File: src/rtl/assert_macros.svh
// Assertion macros shared by the RTL files.
// Define NO_ASSERTIONS to compile them out.
`ifndef ASSERT_MACROS_SVH
`define ASSERT_MACROS_SVH
`ifndef NO_ASSERTIONS
`define CHK_ALWAYS(lbl, clk, rstn, cond) \
    lbl: assert property (@(posedge clk) disable iff (!(rstn)) (cond)) \
        else $error("check failed");
`define CHK_NEXT(lbl, clk, rstn, ante, cons) \
    lbl: assert property (@(posedge clk) disable iff (!(rstn)) (ante) |=> (cons)) \
        else $error("check failed");
`else
`define CHK_ALWAYS(lbl, clk, rstn, cond)
`define CHK_NEXT(lbl, clk, rstn, ante, cons)
`endif
`endif

File: src/rtl/tbe_pkg.sv
// Types, constants and classification helpers for the brace escape encoder.
// No dependencies.
`default_nettype none
package tbe_pkg;

    localparam logic [7:0] CH_OPEN  = 8'h7B;  // '{'
    localparam logic [7:0] CH_CLOSE = 8'h7D;  // '}'
    localparam logic [7:0] CH_ZERO  = 8'h30;  // '0'
    localparam logic [7:0] ASCII_LIMIT = 8'd128;
    localparam logic [7:0] HUNDRED  = 8'd100;
    localparam logic [7:0] TWO_HUNDRED = 8'd200;
    localparam logic [7:0] TEN      = 8'd10;
    // round(2^11 / 10), exact for quotients of 0..179
    localparam logic [7:0] RECIP_TEN = 8'd205;

    // one queued job: the slots the back end walks through
    typedef struct packed {
        logic       pre_en;     // brace before the main char
        logic       pre_open;   // 1: '{', 0: '}'
        logic       esc;        // tens and units follow
        logic       post_en;    // closing '}' at the end
        logic [7:0] main_char;  // passed byte or hundreds digit
        logic [3:0] tens;
        logic [3:0] units;
    } t_job;

    typedef enum logic [2:0] {
        SL_PRE,
        SL_MAIN,
        SL_TENS,
        SL_UNITS,
        SL_POST
    } t_slot;

    function automatic logic is_printable(input logic [7:0] b);
        logic r;
        r = 1'b0;
        if (b < ASCII_LIMIT) begin
            if (b >= 8'h41 && b <= 8'h5A) r = 1'b1;
            if (b >= 8'h61 && b <= 8'h7A) r = 1'b1;
            if (b >= 8'h30 && b <= 8'h39) r = 1'b1;
            case (b)
                8'h20, 8'h27, 8'h28, 8'h29, 8'h2B, 8'h2C,
                8'h2D, 8'h2E, 8'h2F, 8'h3A, 8'h3D, 8'h3F: r = 1'b1;
                default: ;
            endcase
        end
        return r;
    endfunction

endpackage
`default_nettype wire

File: src/rtl/tbe_front.sv
// Front end: accepts input beats, classifies bytes, splits escaped bytes
// into decimal digits and tracks the open escape group. Uses tbe_pkg.
`default_nettype none
module tbe_front
    import tbe_pkg::*;
(
    input  wire logic       i_clk,
    input  wire logic       i_rst_n,
    input  wire logic       i_valid,
    input  wire logic [7:0] i_in_byte,
    input  wire logic       i_end_of_string,
    input  wire logic       i_full,
    output logic            o_stall,
    output logic            o_push,
    output t_job            o_job
);

    logic       r_escape_open;
    logic       n_escape_open;
    logic       w_print;
    logic [1:0] w_hund;
    logic [7:0] w_rem;
    logic [14:0] w_prod;
    logic [3:0] w_tens;
    logic [7:0] w_tens_x10;
    logic [7:0] w_units;

    assign o_stall = i_full;
    assign o_push  = i_valid && !i_full;
    assign w_print = is_printable(i_in_byte);

    // hundreds by compare, tens by reciprocal multiply, units by subtract
    always_comb begin
        if (i_in_byte >= TWO_HUNDRED) begin
            w_hund = 2'd2;
            w_rem  = i_in_byte - TWO_HUNDRED;
        end else if (i_in_byte >= HUNDRED) begin
            w_hund = 2'd1;
            w_rem  = i_in_byte - HUNDRED;
        end else begin
            w_hund = 2'd0;
            w_rem  = i_in_byte;
        end
        w_prod     = 15'(w_rem[6:0]) * 15'(RECIP_TEN);
        w_tens     = w_prod[14:11];
        w_tens_x10 = 8'(w_tens * TEN);
        w_units    = w_rem - w_tens_x10;
    end

    always_comb begin
        o_job.pre_en    = w_print ? r_escape_open : !r_escape_open;
        o_job.pre_open  = !w_print;
        o_job.esc       = !w_print;
        o_job.post_en   = !w_print && i_end_of_string;
        o_job.main_char = w_print ? i_in_byte : (CH_ZERO + {6'd0, w_hund});
        o_job.tens      = w_tens;
        o_job.units     = w_units[3:0];
        n_escape_open   = o_push ? (!w_print && !i_end_of_string) : r_escape_open;
    end

    always_ff @(posedge i_clk) begin
        if (!i_rst_n) begin
            r_escape_open <= 1'b0;
        end else begin
            r_escape_open <= n_escape_open;
        end
    end

endmodule
`default_nettype wire

File: src/rtl/tbe_queue.sv
// Short job queue between front and back end, register based.
// Uses tbe_pkg for the job type.
`default_nettype none
module tbe_queue
    import tbe_pkg::*;
#(
    parameter int DEPTH = 4
) (
    input  wire logic                       i_clk,
    input  wire logic                       i_rst_n,
    input  wire logic                       i_push,
    input  t_job                            i_job,
    input  wire logic                       i_pop,
    output t_job                            o_head,
    output logic                            o_empty,
    output logic                            o_full,
    output logic [$clog2(DEPTH+1)-1:0]      o_count
);

    localparam int AW = (DEPTH > 1) ? $clog2(DEPTH) : 1;
    localparam int CW = $clog2(DEPTH + 1);

    t_job          r_mem [DEPTH];
    logic [AW-1:0] r_wr_ptr, r_rd_ptr;
    logic [CW-1:0] r_count;
    logic          w_do_push, w_do_pop;

    assign o_empty   = (r_count == '0);
    assign o_full    = (r_count == CW'(DEPTH));
    assign o_count   = r_count;
    assign o_head    = r_mem[r_rd_ptr];
    assign w_do_push = i_push && !o_full;
    assign w_do_pop  = i_pop && !o_empty;

    always_ff @(posedge i_clk) begin
        if (w_do_push) begin
            r_mem[r_wr_ptr] <= i_job;
        end
    end

    always_ff @(posedge i_clk) begin
        if (!i_rst_n) begin
            r_wr_ptr <= '0;
            r_rd_ptr <= '0;
            r_count  <= '0;
        end else begin
            if (w_do_push) begin
                r_wr_ptr <= (r_wr_ptr == AW'(DEPTH - 1)) ? '0 : r_wr_ptr + 1'b1;
            end
            if (w_do_pop) begin
                r_rd_ptr <= (r_rd_ptr == AW'(DEPTH - 1)) ? '0 : r_rd_ptr + 1'b1;
            end
            case ({w_do_push, w_do_pop})
                2'b10:   r_count <= r_count + 1'b1;
                2'b01:   r_count <= r_count - 1'b1;
                default: r_count <= r_count;
            endcase
        end
    end

endmodule
`default_nettype wire

File: src/rtl/tbe_back.sv
// Back end: walks the slots of the head job into the output register,
// one character per cycle while a job waits and the output does not stall. Uses tbe_pkg.
`default_nettype none
module tbe_back
    import tbe_pkg::*;
(
    input  wire logic       i_clk,
    input  wire logic       i_rst_n,
    input  wire logic       i_job_valid,
    input  t_job            i_job,
    input  wire logic       i_stall,
    output logic            o_pop,
    output logic            o_valid,
    output logic [7:0]      o_out_char,
    output logic            o_run_last
);

    t_slot      r_slot, n_slot;
    t_slot      w_cur;
    t_slot      w_next;
    logic       w_done;
    logic       w_load_ok;
    logic       w_fire;
    logic [7:0] w_char;
    logic       r_out_valid;
    logic [7:0] r_out_char;
    logic       r_out_last;

    assign w_load_ok = !r_out_valid || !i_stall;
    assign w_fire    = i_job_valid && w_load_ok;
    // a job without a leading brace starts at its main char
    assign w_cur     = (r_slot == SL_PRE && !i_job.pre_en) ? SL_MAIN : r_slot;

    // slot sequencing
    always_comb begin
        w_next = SL_PRE;
        w_done = 1'b0;
        case (w_cur)
            SL_PRE:   w_next = SL_MAIN;
            SL_MAIN: begin
                if (i_job.esc) begin
                    w_next = SL_TENS;
                end else if (i_job.post_en) begin
                    w_next = SL_POST;
                end else begin
                    w_done = 1'b1;
                end
            end
            SL_TENS:  w_next = SL_UNITS;
            SL_UNITS: begin
                if (i_job.post_en) begin
                    w_next = SL_POST;
                end else begin
                    w_done = 1'b1;
                end
            end
            SL_POST:  w_done = 1'b1;
            default:  w_done = 1'b1;
        endcase
        if (!w_fire) begin
            n_slot = r_slot;
        end else if (w_done) begin
            n_slot = SL_PRE;
        end else begin
            n_slot = w_next;
        end
    end

    // character of the current slot
    always_comb begin
        case (w_cur)
            SL_PRE:   w_char = i_job.pre_open ? CH_OPEN : CH_CLOSE;
            SL_MAIN:  w_char = i_job.main_char;
            SL_TENS:  w_char = CH_ZERO + {4'd0, i_job.tens};
            SL_UNITS: w_char = CH_ZERO + {4'd0, i_job.units};
            SL_POST:  w_char = CH_CLOSE;
            default:  w_char = CH_CLOSE;
        endcase
        o_pop = w_fire && w_done;
    end

    always_ff @(posedge i_clk) begin
        if (!i_rst_n) begin
            r_slot      <= SL_PRE;
            r_out_valid <= 1'b0;
        end else begin
            r_slot <= n_slot;
            if (w_load_ok) begin
                r_out_valid <= w_fire;
            end
        end
    end

    always_ff @(posedge i_clk) begin
        if (w_fire) begin
            r_out_char <= w_char;
            r_out_last <= w_done;
        end
    end

    assign o_valid    = r_out_valid;
    assign o_out_char = r_out_char;
    assign o_run_last = r_out_last;

endmodule
`default_nettype wire

File: src/rtl/t61_brace_escape_encoder_core.sv
// Brace escape encoder top level: front end, job queue, back end.
// An accepted beat is written to the job queue; its first char is then registered in the output register.
// Throughput: one output char per cycle from the back-end slot sequencer while jobs
// are queued and i_stall does not hold it; an item produces 1 to 5 chars, escaped bytes 3 to 5.
// Input stalls only when the job queue is full.
// Reset: synchronous, clears the group flag, queue pointers, slot, out valid.
`default_nettype none
`include "assert_macros.svh"
module t61_brace_escape_encoder_core
    import tbe_pkg::*;
#(
    parameter int QUEUE_DEPTH = 4
) (
    input  wire logic       i_clk,
    input  wire logic       i_rst_n,
    input  wire logic       i_valid,
    input  wire logic [7:0] i_in_byte,
    input  wire logic       i_end_of_string,
    output logic            o_stall,
    output logic            o_valid,
    output logic [7:0]      o_out_char,
    output logic            o_run_last,
    input  wire logic       i_stall
);

    localparam int CW = $clog2(QUEUE_DEPTH + 1);

    t_job          w_push_job, w_head_job;
    logic          w_push, w_pop, w_empty, w_full;
    logic [CW-1:0] w_count;

    tbe_front u_front (
        .i_clk           (i_clk),
        .i_rst_n         (i_rst_n),
        .i_valid         (i_valid),
        .i_in_byte       (i_in_byte),
        .i_end_of_string (i_end_of_string),
        .i_full          (w_full),
        .o_stall         (o_stall),
        .o_push          (w_push),
        .o_job           (w_push_job)
    );

    tbe_queue #(
        .DEPTH (QUEUE_DEPTH)
    ) u_queue (
        .i_clk   (i_clk),
        .i_rst_n (i_rst_n),
        .i_push  (w_push),
        .i_job   (w_push_job),
        .i_pop   (w_pop),
        .o_head  (w_head_job),
        .o_empty (w_empty),
        .o_full  (w_full),
        .o_count (w_count)
    );

    tbe_back u_back (
        .i_clk       (i_clk),
        .i_rst_n     (i_rst_n),
        .i_job_valid (!w_empty),
        .i_job       (w_head_job),
        .i_stall     (i_stall),
        .o_pop       (w_pop),
        .o_valid     (o_valid),
        .o_out_char  (o_out_char),
        .o_run_last  (o_run_last)
    );

    // finishing a job always leaves its last char in the output register
    `CHK_NEXT(a_pop_loads_last, i_clk, i_rst_n, w_pop, o_valid && o_run_last)
    // a char taken mid-run is followed at once by the next char of that run
    `CHK_NEXT(a_run_no_gap, i_clk, i_rst_n, o_valid && !i_stall && !o_run_last, o_valid)
    `CHK_ALWAYS(a_queue_bound, i_clk, i_rst_n, w_count <= CW'(QUEUE_DEPTH))

endmodule
`default_nettype wire
File: config.mk
export PLATFORM = sky130hd
export DESIGN_NAME = t61_brace_escape_encoder_core
export DESIGN_NICKNAME = d
export VERILOG_FILES = /design/src/rtl/tbe_pkg.sv /design/src/rtl/tbe_front.sv /design/src/rtl/tbe_queue.sv /design/src/rtl/tbe_back.sv /design/src/rtl/t61_brace_escape_encoder_core.sv
export VERILOG_INCLUDE_DIRS = /design/src /design/src/rtl
export SDC_FILE = /design/constraint.sdc
export NUM_CORES = 1
export LEC_CHECK = 0
export BUFFER_PORTS_ARGS = -buffer_cell sky130_fd_sc_hd__buf_2
export CORE_MARGIN = 8
export CORE_UTILIZATION = 57
export DETAILED_ROUTE_END_ITERATION = 8
export PLACE_DENSITY = 0.82
export SLEW_MARGIN = 40
export SYNTH_ARGS = -nofsm -noshare
export SYNTH_HDL_FRONTEND = slang
export SYNTH_SLANG_ARGS = --single-unit
export TNS_END_PERCENT = 1
File: constraint.sdc
create_clock -name i_clk -period 7.8 [get_ports i_clk]
set_clock_uncertainty 0.1 [all_clocks]
set_input_delay 0.39 -clock i_clk [delete_from_list [all_inputs] [get_ports i_clk]]
set_output_delay 0.39 -clock i_clk [all_outputs]
set_load 0.01 [all_outputs]
After elaboration in Yosys (flattened, before gate mapping)
Memory sizes are Yosys's and may differ from the RTL's. A register that Yosys moved wholly into a read port is not among the register bits.
Index checks and enable logic that the tools add are counted.

storage, ports and cells
  bits in registers = 21
  bits in writable memories = 80
  input bits = 13
  output and inout bits = 11
  word-level logic and storage cells = 104
  memories kept = 1

cells by class
  $add $sub $neg = 10
  multipliers = 2
  $lt $le $gt $ge = 9
  eq/ne operators = 20
  mux-type cells = 28
  reduce and logical (&&, ||, !) cells = 26

memory list
  memory         words  width  read ports  clocked after Yosys merged registers in  wr ports  line             source
  u_queue.r_mem  4      20     1           1                                        1         tbe_queue.sv:23  t_job r_mem [DEPTH];

operator list
  operator                number
  $eq A8 B6 Y1 const B    12
  $pmux W8 S4             1
  $ge A8 B7 Y1 const B    3
  $le A8 B7 Y1 const B    2
  $mul A7 B8 Y15 const B  1
  $mux W3                 5
  $add A6 B4 Y7 const A   2
  $mux W7                 2
  $sub A7 B7 Y7 const B   2
  $pmux W3 S4             1
  $reduce_or A12 Y1       1
  $logic_and A1 B1 Y1     11
  $mux W1                 11
  $mux W2                 5
  $logic_not A3 Y1        3
  $ge A8 B6 Y1 const B    1
  $ge A8 B8 Y1 const B    1
  $le A8 B6 Y1 const B    1
  $logic_not A1 Y1        8
  $lt A8 B8 Y1 const B    1
  $mux W8                 1
  $add A6 B2 Y7 const A   1
  $eq A2 B2 Y1 const B    3
  $eq A3 B2 Y1 const B    2
  13 further kinds        14

Depth between registers and ports, before layout
  depth after elaboration = 10
  depth in mapped cells = 27
  mapped depth without buffers = 27

By module
Synthesis repeated with hierarchy kept, for this count alone.

unflattened totals
  cells, all modules = 410
  area total of the unflattened synthesis = 5705.5 µm²

by module, submodules not included
  module                         times used  cells an instance  area each (µm²)  sequential area each (µm²)
  tbe_queue                      1           160                3438.3           2582.5
  tbe_front                      1           186                1579.0           20.0
  tbe_back                       1           63                 684.4            350.3
  t61_brace_escape_encoder_core  1           1                  3.8              0.0

Worst setup path before layout
No wires, ideal clock.

  path kind = input port to flip-flop
  start point = input i_in_byte[2]
  end point = memory u_queue.r_mem[0][3] in the netlist's numbering (data pin)
  setup time = 0.274 ns
  arrival = 6.313 ns
  data required time = 7.426 ns
  slack = 1.113 ns
  stages on the path = 26
  buffers on the path = 0
  path through = inv_1 ha_1 or3b_1 a21oi_2 a21oi_1 a22oi_1 xnor2_1 ha_1 fa_1 ha_1 inv_1 fa_1 inv_1 ha_1 nand4_1 or4_1 a211o_1 o211ai_2 xor2_1 ha_1 inv_1 fa_1 xor2_1 xnor2_1 xnor2_1 xnor2_1

RTL lines
  what         line                                 source
  from (decl)  t61_brace_escape_encoder_core.sv:17  input wire logic [7:0] i_in_byte,
  to (decl)    tbe_queue.sv:23

==> out/qor.txt <==
STATUS
------------------------------------------------------------------------------
Outcome ......................................................... complete, no violations

TIMING
------------------------------------------------------------------------------
Min cycle time layout ...........................................      7.17 ns
Min Hold Slack ..................................................     0.144 ns
Slew margin rel. ................................................        55.8%
Max Slew Vio Count ..............................................            0
Unrepaired setup endpoints after global routing .................        false
Setup Viol. Count Final .........................................            0
Post-route setup TNS ............................................         0 ns
Hold Vio Cnt, Final .............................................            0
Maximum clock frequency .........................................      139 MHz
Final period utilization ........................................        92.0%
Pin slew with the least headroom to its limit ...................     0.655 ns

CLOCKING
------------------------------------------------------------------------------
Number of clock buffers inserted by TritonCTS ...................            9
CTS tree ........................................................          yes
Clock-pin slew on the worst setup and hold paths ................      0.08 ns
Number of sinks on the clock net ................................           99
Count of instances resized after the clock tree is built ........            0
Clock Root Buffer ............................................... sky130_fd_sc_hd__clkbuf_8
Max H-tree Level ................................................            3
Number of hold-repair buffers added at the cts stage ............            0
Maximum count of clock buffers along a single path ..............            2
Clock insertion delay at the later pin of the skew report .......      0.35 ns
Number of buffers inserted by post-CTS setup repair .............            0

WORST HOLD PATH
------------------------------------------------------------------------------
Hold WC Path Type ...............................................       in2reg
Hold depth ......................................................            2

ROUTE
------------------------------------------------------------------------------
DRC errors left .................................................            0
Sum of routed wire length over all layers .......................      9390 um
Vias/cell .......................................................         5.77
Number of detailed-route iterations in the first pass ...........            4
Post-detailed-route count of antenna-violating nets .............            0
Vias post-DR ....................................................         3133
Wire per inst ...................................................      17.3 um
Detailed router's first-iteration violation count ...............          177

SYNTH
------------------------------------------------------------------------------
Number of unique standard cell types used by synthesis ..........           56
Total standard cell area after synthesis ........................  0.00531 mm2
Syn. warnings ...................................................            0
Sequential cell area fraction in the yosys report ...............        53.3%
Dominant register cell in the synthesized netlist ............... sky130_fd_sc_hd__edfxtp_1
Post-Synthesis Cells ............................................          398
Flops & latches, synth ..........................................           99
Number of enable-type register cells in the synthesized netlist .           85
Average size of a mapped cell ...................................     13.3 um2
Fraction of registers with async set/reset ......................           0%

PLACED DESIGN
------------------------------------------------------------------------------
Port buffer count ...............................................           23
Post-DP HPWL ....................................................      6750 um
Gp weighted congestion ..........................................        0.846
Cell count after placement ......................................          527

WORST SETUP PATH
------------------------------------------------------------------------------
Critical path peak fanout .......................................            8
Critical Path End Type ..........................................         flop
Number of cell instances on the worst register-to-register path .           11
CP Class ........................................................       in2reg
Signal arrival time at the worst endpoint .......................      7.23 ns
Crit start category .............................................    input pin
Worst Path Required .............................................      7.85 ns

GLOBAL ROUTING
------------------------------------------------------------------------------
Global-route wire length before repair ..........................     15400 um
Number of global-route vias before repair .......................         3103
Residual overflow from global routing ...........................            0
Maximum number of pins on one net before global-route repair ....           26
Tot GR Track Use ................................................        15.4%
Antenna violations before repair ................................            0

FLOORPLANNING
------------------------------------------------------------------------------
Top-level I/O count .............................................           24
Height of the chip ..............................................       113 um
Starting Density ................................................        58.0%
Die Width .......................................................       113 um
Die footprint ...................................................   0.0127 mm2
Placement Rows ..................................................           35
Floorplan core area .............................................  0.00915 mm2

JOB
------------------------------------------------------------------------------
Max-Cap Viols ...................................................            0

CELLS AND AREA
------------------------------------------------------------------------------
Finished Core Util ..............................................        63.4%
Number of non-filler instances in the completed layout ..........          543
Area used by multi-input combinational logic ....................  0.00230 mm2
Synth-to-layout area growth .....................................        9.21%
Area occupied by registers ......................................  0.00283 mm2
Count of filler cells inserted in the layout ....................          636
Most common cell after layout, fill and taps aside .............. sky130_fd_sc_hd__edfxtp_1
Most frequent cells in the layout ............................... sky130_fd_sc_hd__edfxtp_1, sky130_fd_sc_hd__ha_1, sky130_fd_sc_hd__inv_1
Antenna cells ...................................................            0
Ratio of cells with drive above 1 in the final layout ...........        14.8%
Final nets ......................................................          499

POWER
------------------------------------------------------------------------------
Total power of the final layout .................................      1820 uW
Leak Pwr ........................................................   0.00220 uW
Power density over the cells ....................................   314 mW/mm2
Highest ir drop seen on vdd .....................................     0.199 mV

## cell families (layout without fill, tap and decap cells)
logic type / Yosys count / after routing / share of synthesized area, %
AOI/OAI and AO/OA: 65 / 65 / 7.82
xor gates and xnor gates: 17 / 17 / 2.80
adders and majority gates: 59 / 59 / 15.3
buffers and inverters: 46 / 77 / 3.60
DFF: 99 / 99 / 53.3
muxes: 30 / 30 / 8.95
other: 1 / 4 / 0.0706
and+or+nand+nor: 81 / 81 / 8.08
## critical path: stages
cell and delay [ns]:
sky130_fd_sc_hd__buf_2 0.14, sky130_fd_sc_hd__inv_1 0.17, sky130_fd_sc_hd__ha_1 0.25, sky130_fd_sc_hd__or3b_1 0.37
sky130_fd_sc_hd__a21oi_2 0.34, sky130_fd_sc_hd__a21oi_1 0.19, sky130_fd_sc_hd__a22oi_1 0.31, sky130_fd_sc_hd__xnor2_1 0.24
sky130_fd_sc_hd__ha_1 0.33, sky130_fd_sc_hd__fa_1 0.47, sky130_fd_sc_hd__ha_1 0.29, sky130_fd_sc_hd__inv_1 0.05
sky130_fd_sc_hd__fa_1 0.49, sky130_fd_sc_hd__inv_1 0.04, sky130_fd_sc_hd__ha_1 0.27, sky130_fd_sc_hd__nand4_1 0.13
sky130_fd_sc_hd__or4_1 0.53, sky130_fd_sc_hd__a211o_1 0.31, sky130_fd_sc_hd__o211ai_2 0.12, sky130_fd_sc_hd__xor2_1 0.37
sky130_fd_sc_hd__ha_1 0.23, sky130_fd_sc_hd__inv_1 0.06, sky130_fd_sc_hd__fa_1 0.39, sky130_fd_sc_hd__xor2_1 0.21
sky130_fd_sc_hd__xnor2_1 0.16, sky130_fd_sc_hd__xnor2_1 0.09, sky130_fd_sc_hd__xnor2_1 0.27
## cell usage after synthesis, types with 3 or more instances
master	instances	area (um2)
sky130_fd_sc_hd__edfxtp_1	85	2550
sky130_fd_sc_hd__ha_1	49	613
sky130_fd_sc_hd__inv_1	35	131
sky130_fd_sc_hd__nand2_1	23	86.3
sky130_fd_sc_hd__a21oi_1	16	80.1
sky130_fd_sc_hd__mux2i_1	16	160
sky130_fd_sc_hd__dfxtp_1	14	280
sky130_fd_sc_hd__o21ai_0	14	70.1
sky130_fd_sc_hd__nor2_1	12	45.0
sky130_fd_sc_hd__xnor2_1	11	96.3
sky130_fd_sc_hd__fa_1	10	200
sky130_fd_sc_hd__mux4_2	10	225
sky130_fd_sc_hd__nand3_1	8	40.0
sky130_fd_sc_hd__and2_1	7	43.8
sky130_fd_sc_hd__nor3_1	6	30.0
sky130_fd_sc_hd__xor2_1	6	52.6
sky130_fd_sc_hd__clkbuf_1	4	15.0
sky130_fd_sc_hd__nor2b_1	4	25.0
sky130_fd_sc_hd__o21ai_1	4	20.0
sky130_fd_sc_hd__o221ai_1	4	35.0
sky130_fd_sc_hd__or2_2	4	25.0
sky130_fd_sc_hd__a21o_1	3	22.5
sky130_fd_sc_hd__a31oi_1	3	18.8
sky130_fd_sc_hd__buf_2	3	15.0
sky130_fd_sc_hd__mux4_1	3	78.8
sky130_fd_sc_hd__o211ai_1	3	22.5
sky130_fd_sc_hd__o22ai_1	3	18.8
## where the power goes
group,leakage (uW),internal (uW),switching [uW]
logic,0.00118,262,379
clock network,0.000124,246,165
registers,0.000891,742,27.9
## through the flow
stage,area [um2],worst slack [ns]
2_1_floorplan,5320,1.11
3_3_place_gp,5530,0.630
3_5_place_dp,5540,0.344
4_1_cts,5800,0.648
5_1_grt,5800,0.235
6_report,5800,0.626
## sequential cells by signal, indices dropped and copies added (netlist names), named ones only
name and count:
u_queue.r_mem 76, u_back.o_out_char 8, u_back.r_slot 3, u_queue.o_count 3
u_queue.r_rd_ptr 2, u_queue.r_wr_ptr 2, u_back.o_run_last 1, u_back.o_valid 1
u_front.r_escape_open 1
## per-layer routing
metal | global-route usage [%] | up-vias | wire (um)
li1 | - | 1533 | -
met1 | 18.7 | 1513 | 4130
met2 | 25.9 | 73 | 4630
met3 | 2.90 | 14 | 416
met4 | 7.10 | 0 | 216
met5 | 0 | - | 0
## final cells by class
| type | instances | share of cell area [%] |
|---|---|---|
| inverters | 36 | 2.33 |
| multi-input cells | 256 | 39.7 |
| repair buffers | 25 | 2.24 |
| well taps | 111 | 2.39 |
| flip-flops and latches | 99 | 48.9 |
| clock buffers | 11 | 2.27 |
| clock inverters | 5 | 2.20 |
## worst paths after layout
kind | start | end | slack [ns]
setup / recovery | i_in_byte[2] | u_queue.r_mem[2][3]$_DFFE_PP_ | 0.63
hold / removal | i_end_of_string | u_front.r_escape_open$_SDFFE_PN0P_ | 0.14
setup reg to reg | flop | u_queue.o_count[2]$_SDFFE_PN0P_ | 4.35
hold reg to reg | u_back.o_valid$_SDFFE_PN0N_ | u_back.o_valid$_SDFFE_PN0N_ | 0.38
Note: power is estimated with default switching activity, not from simulation.
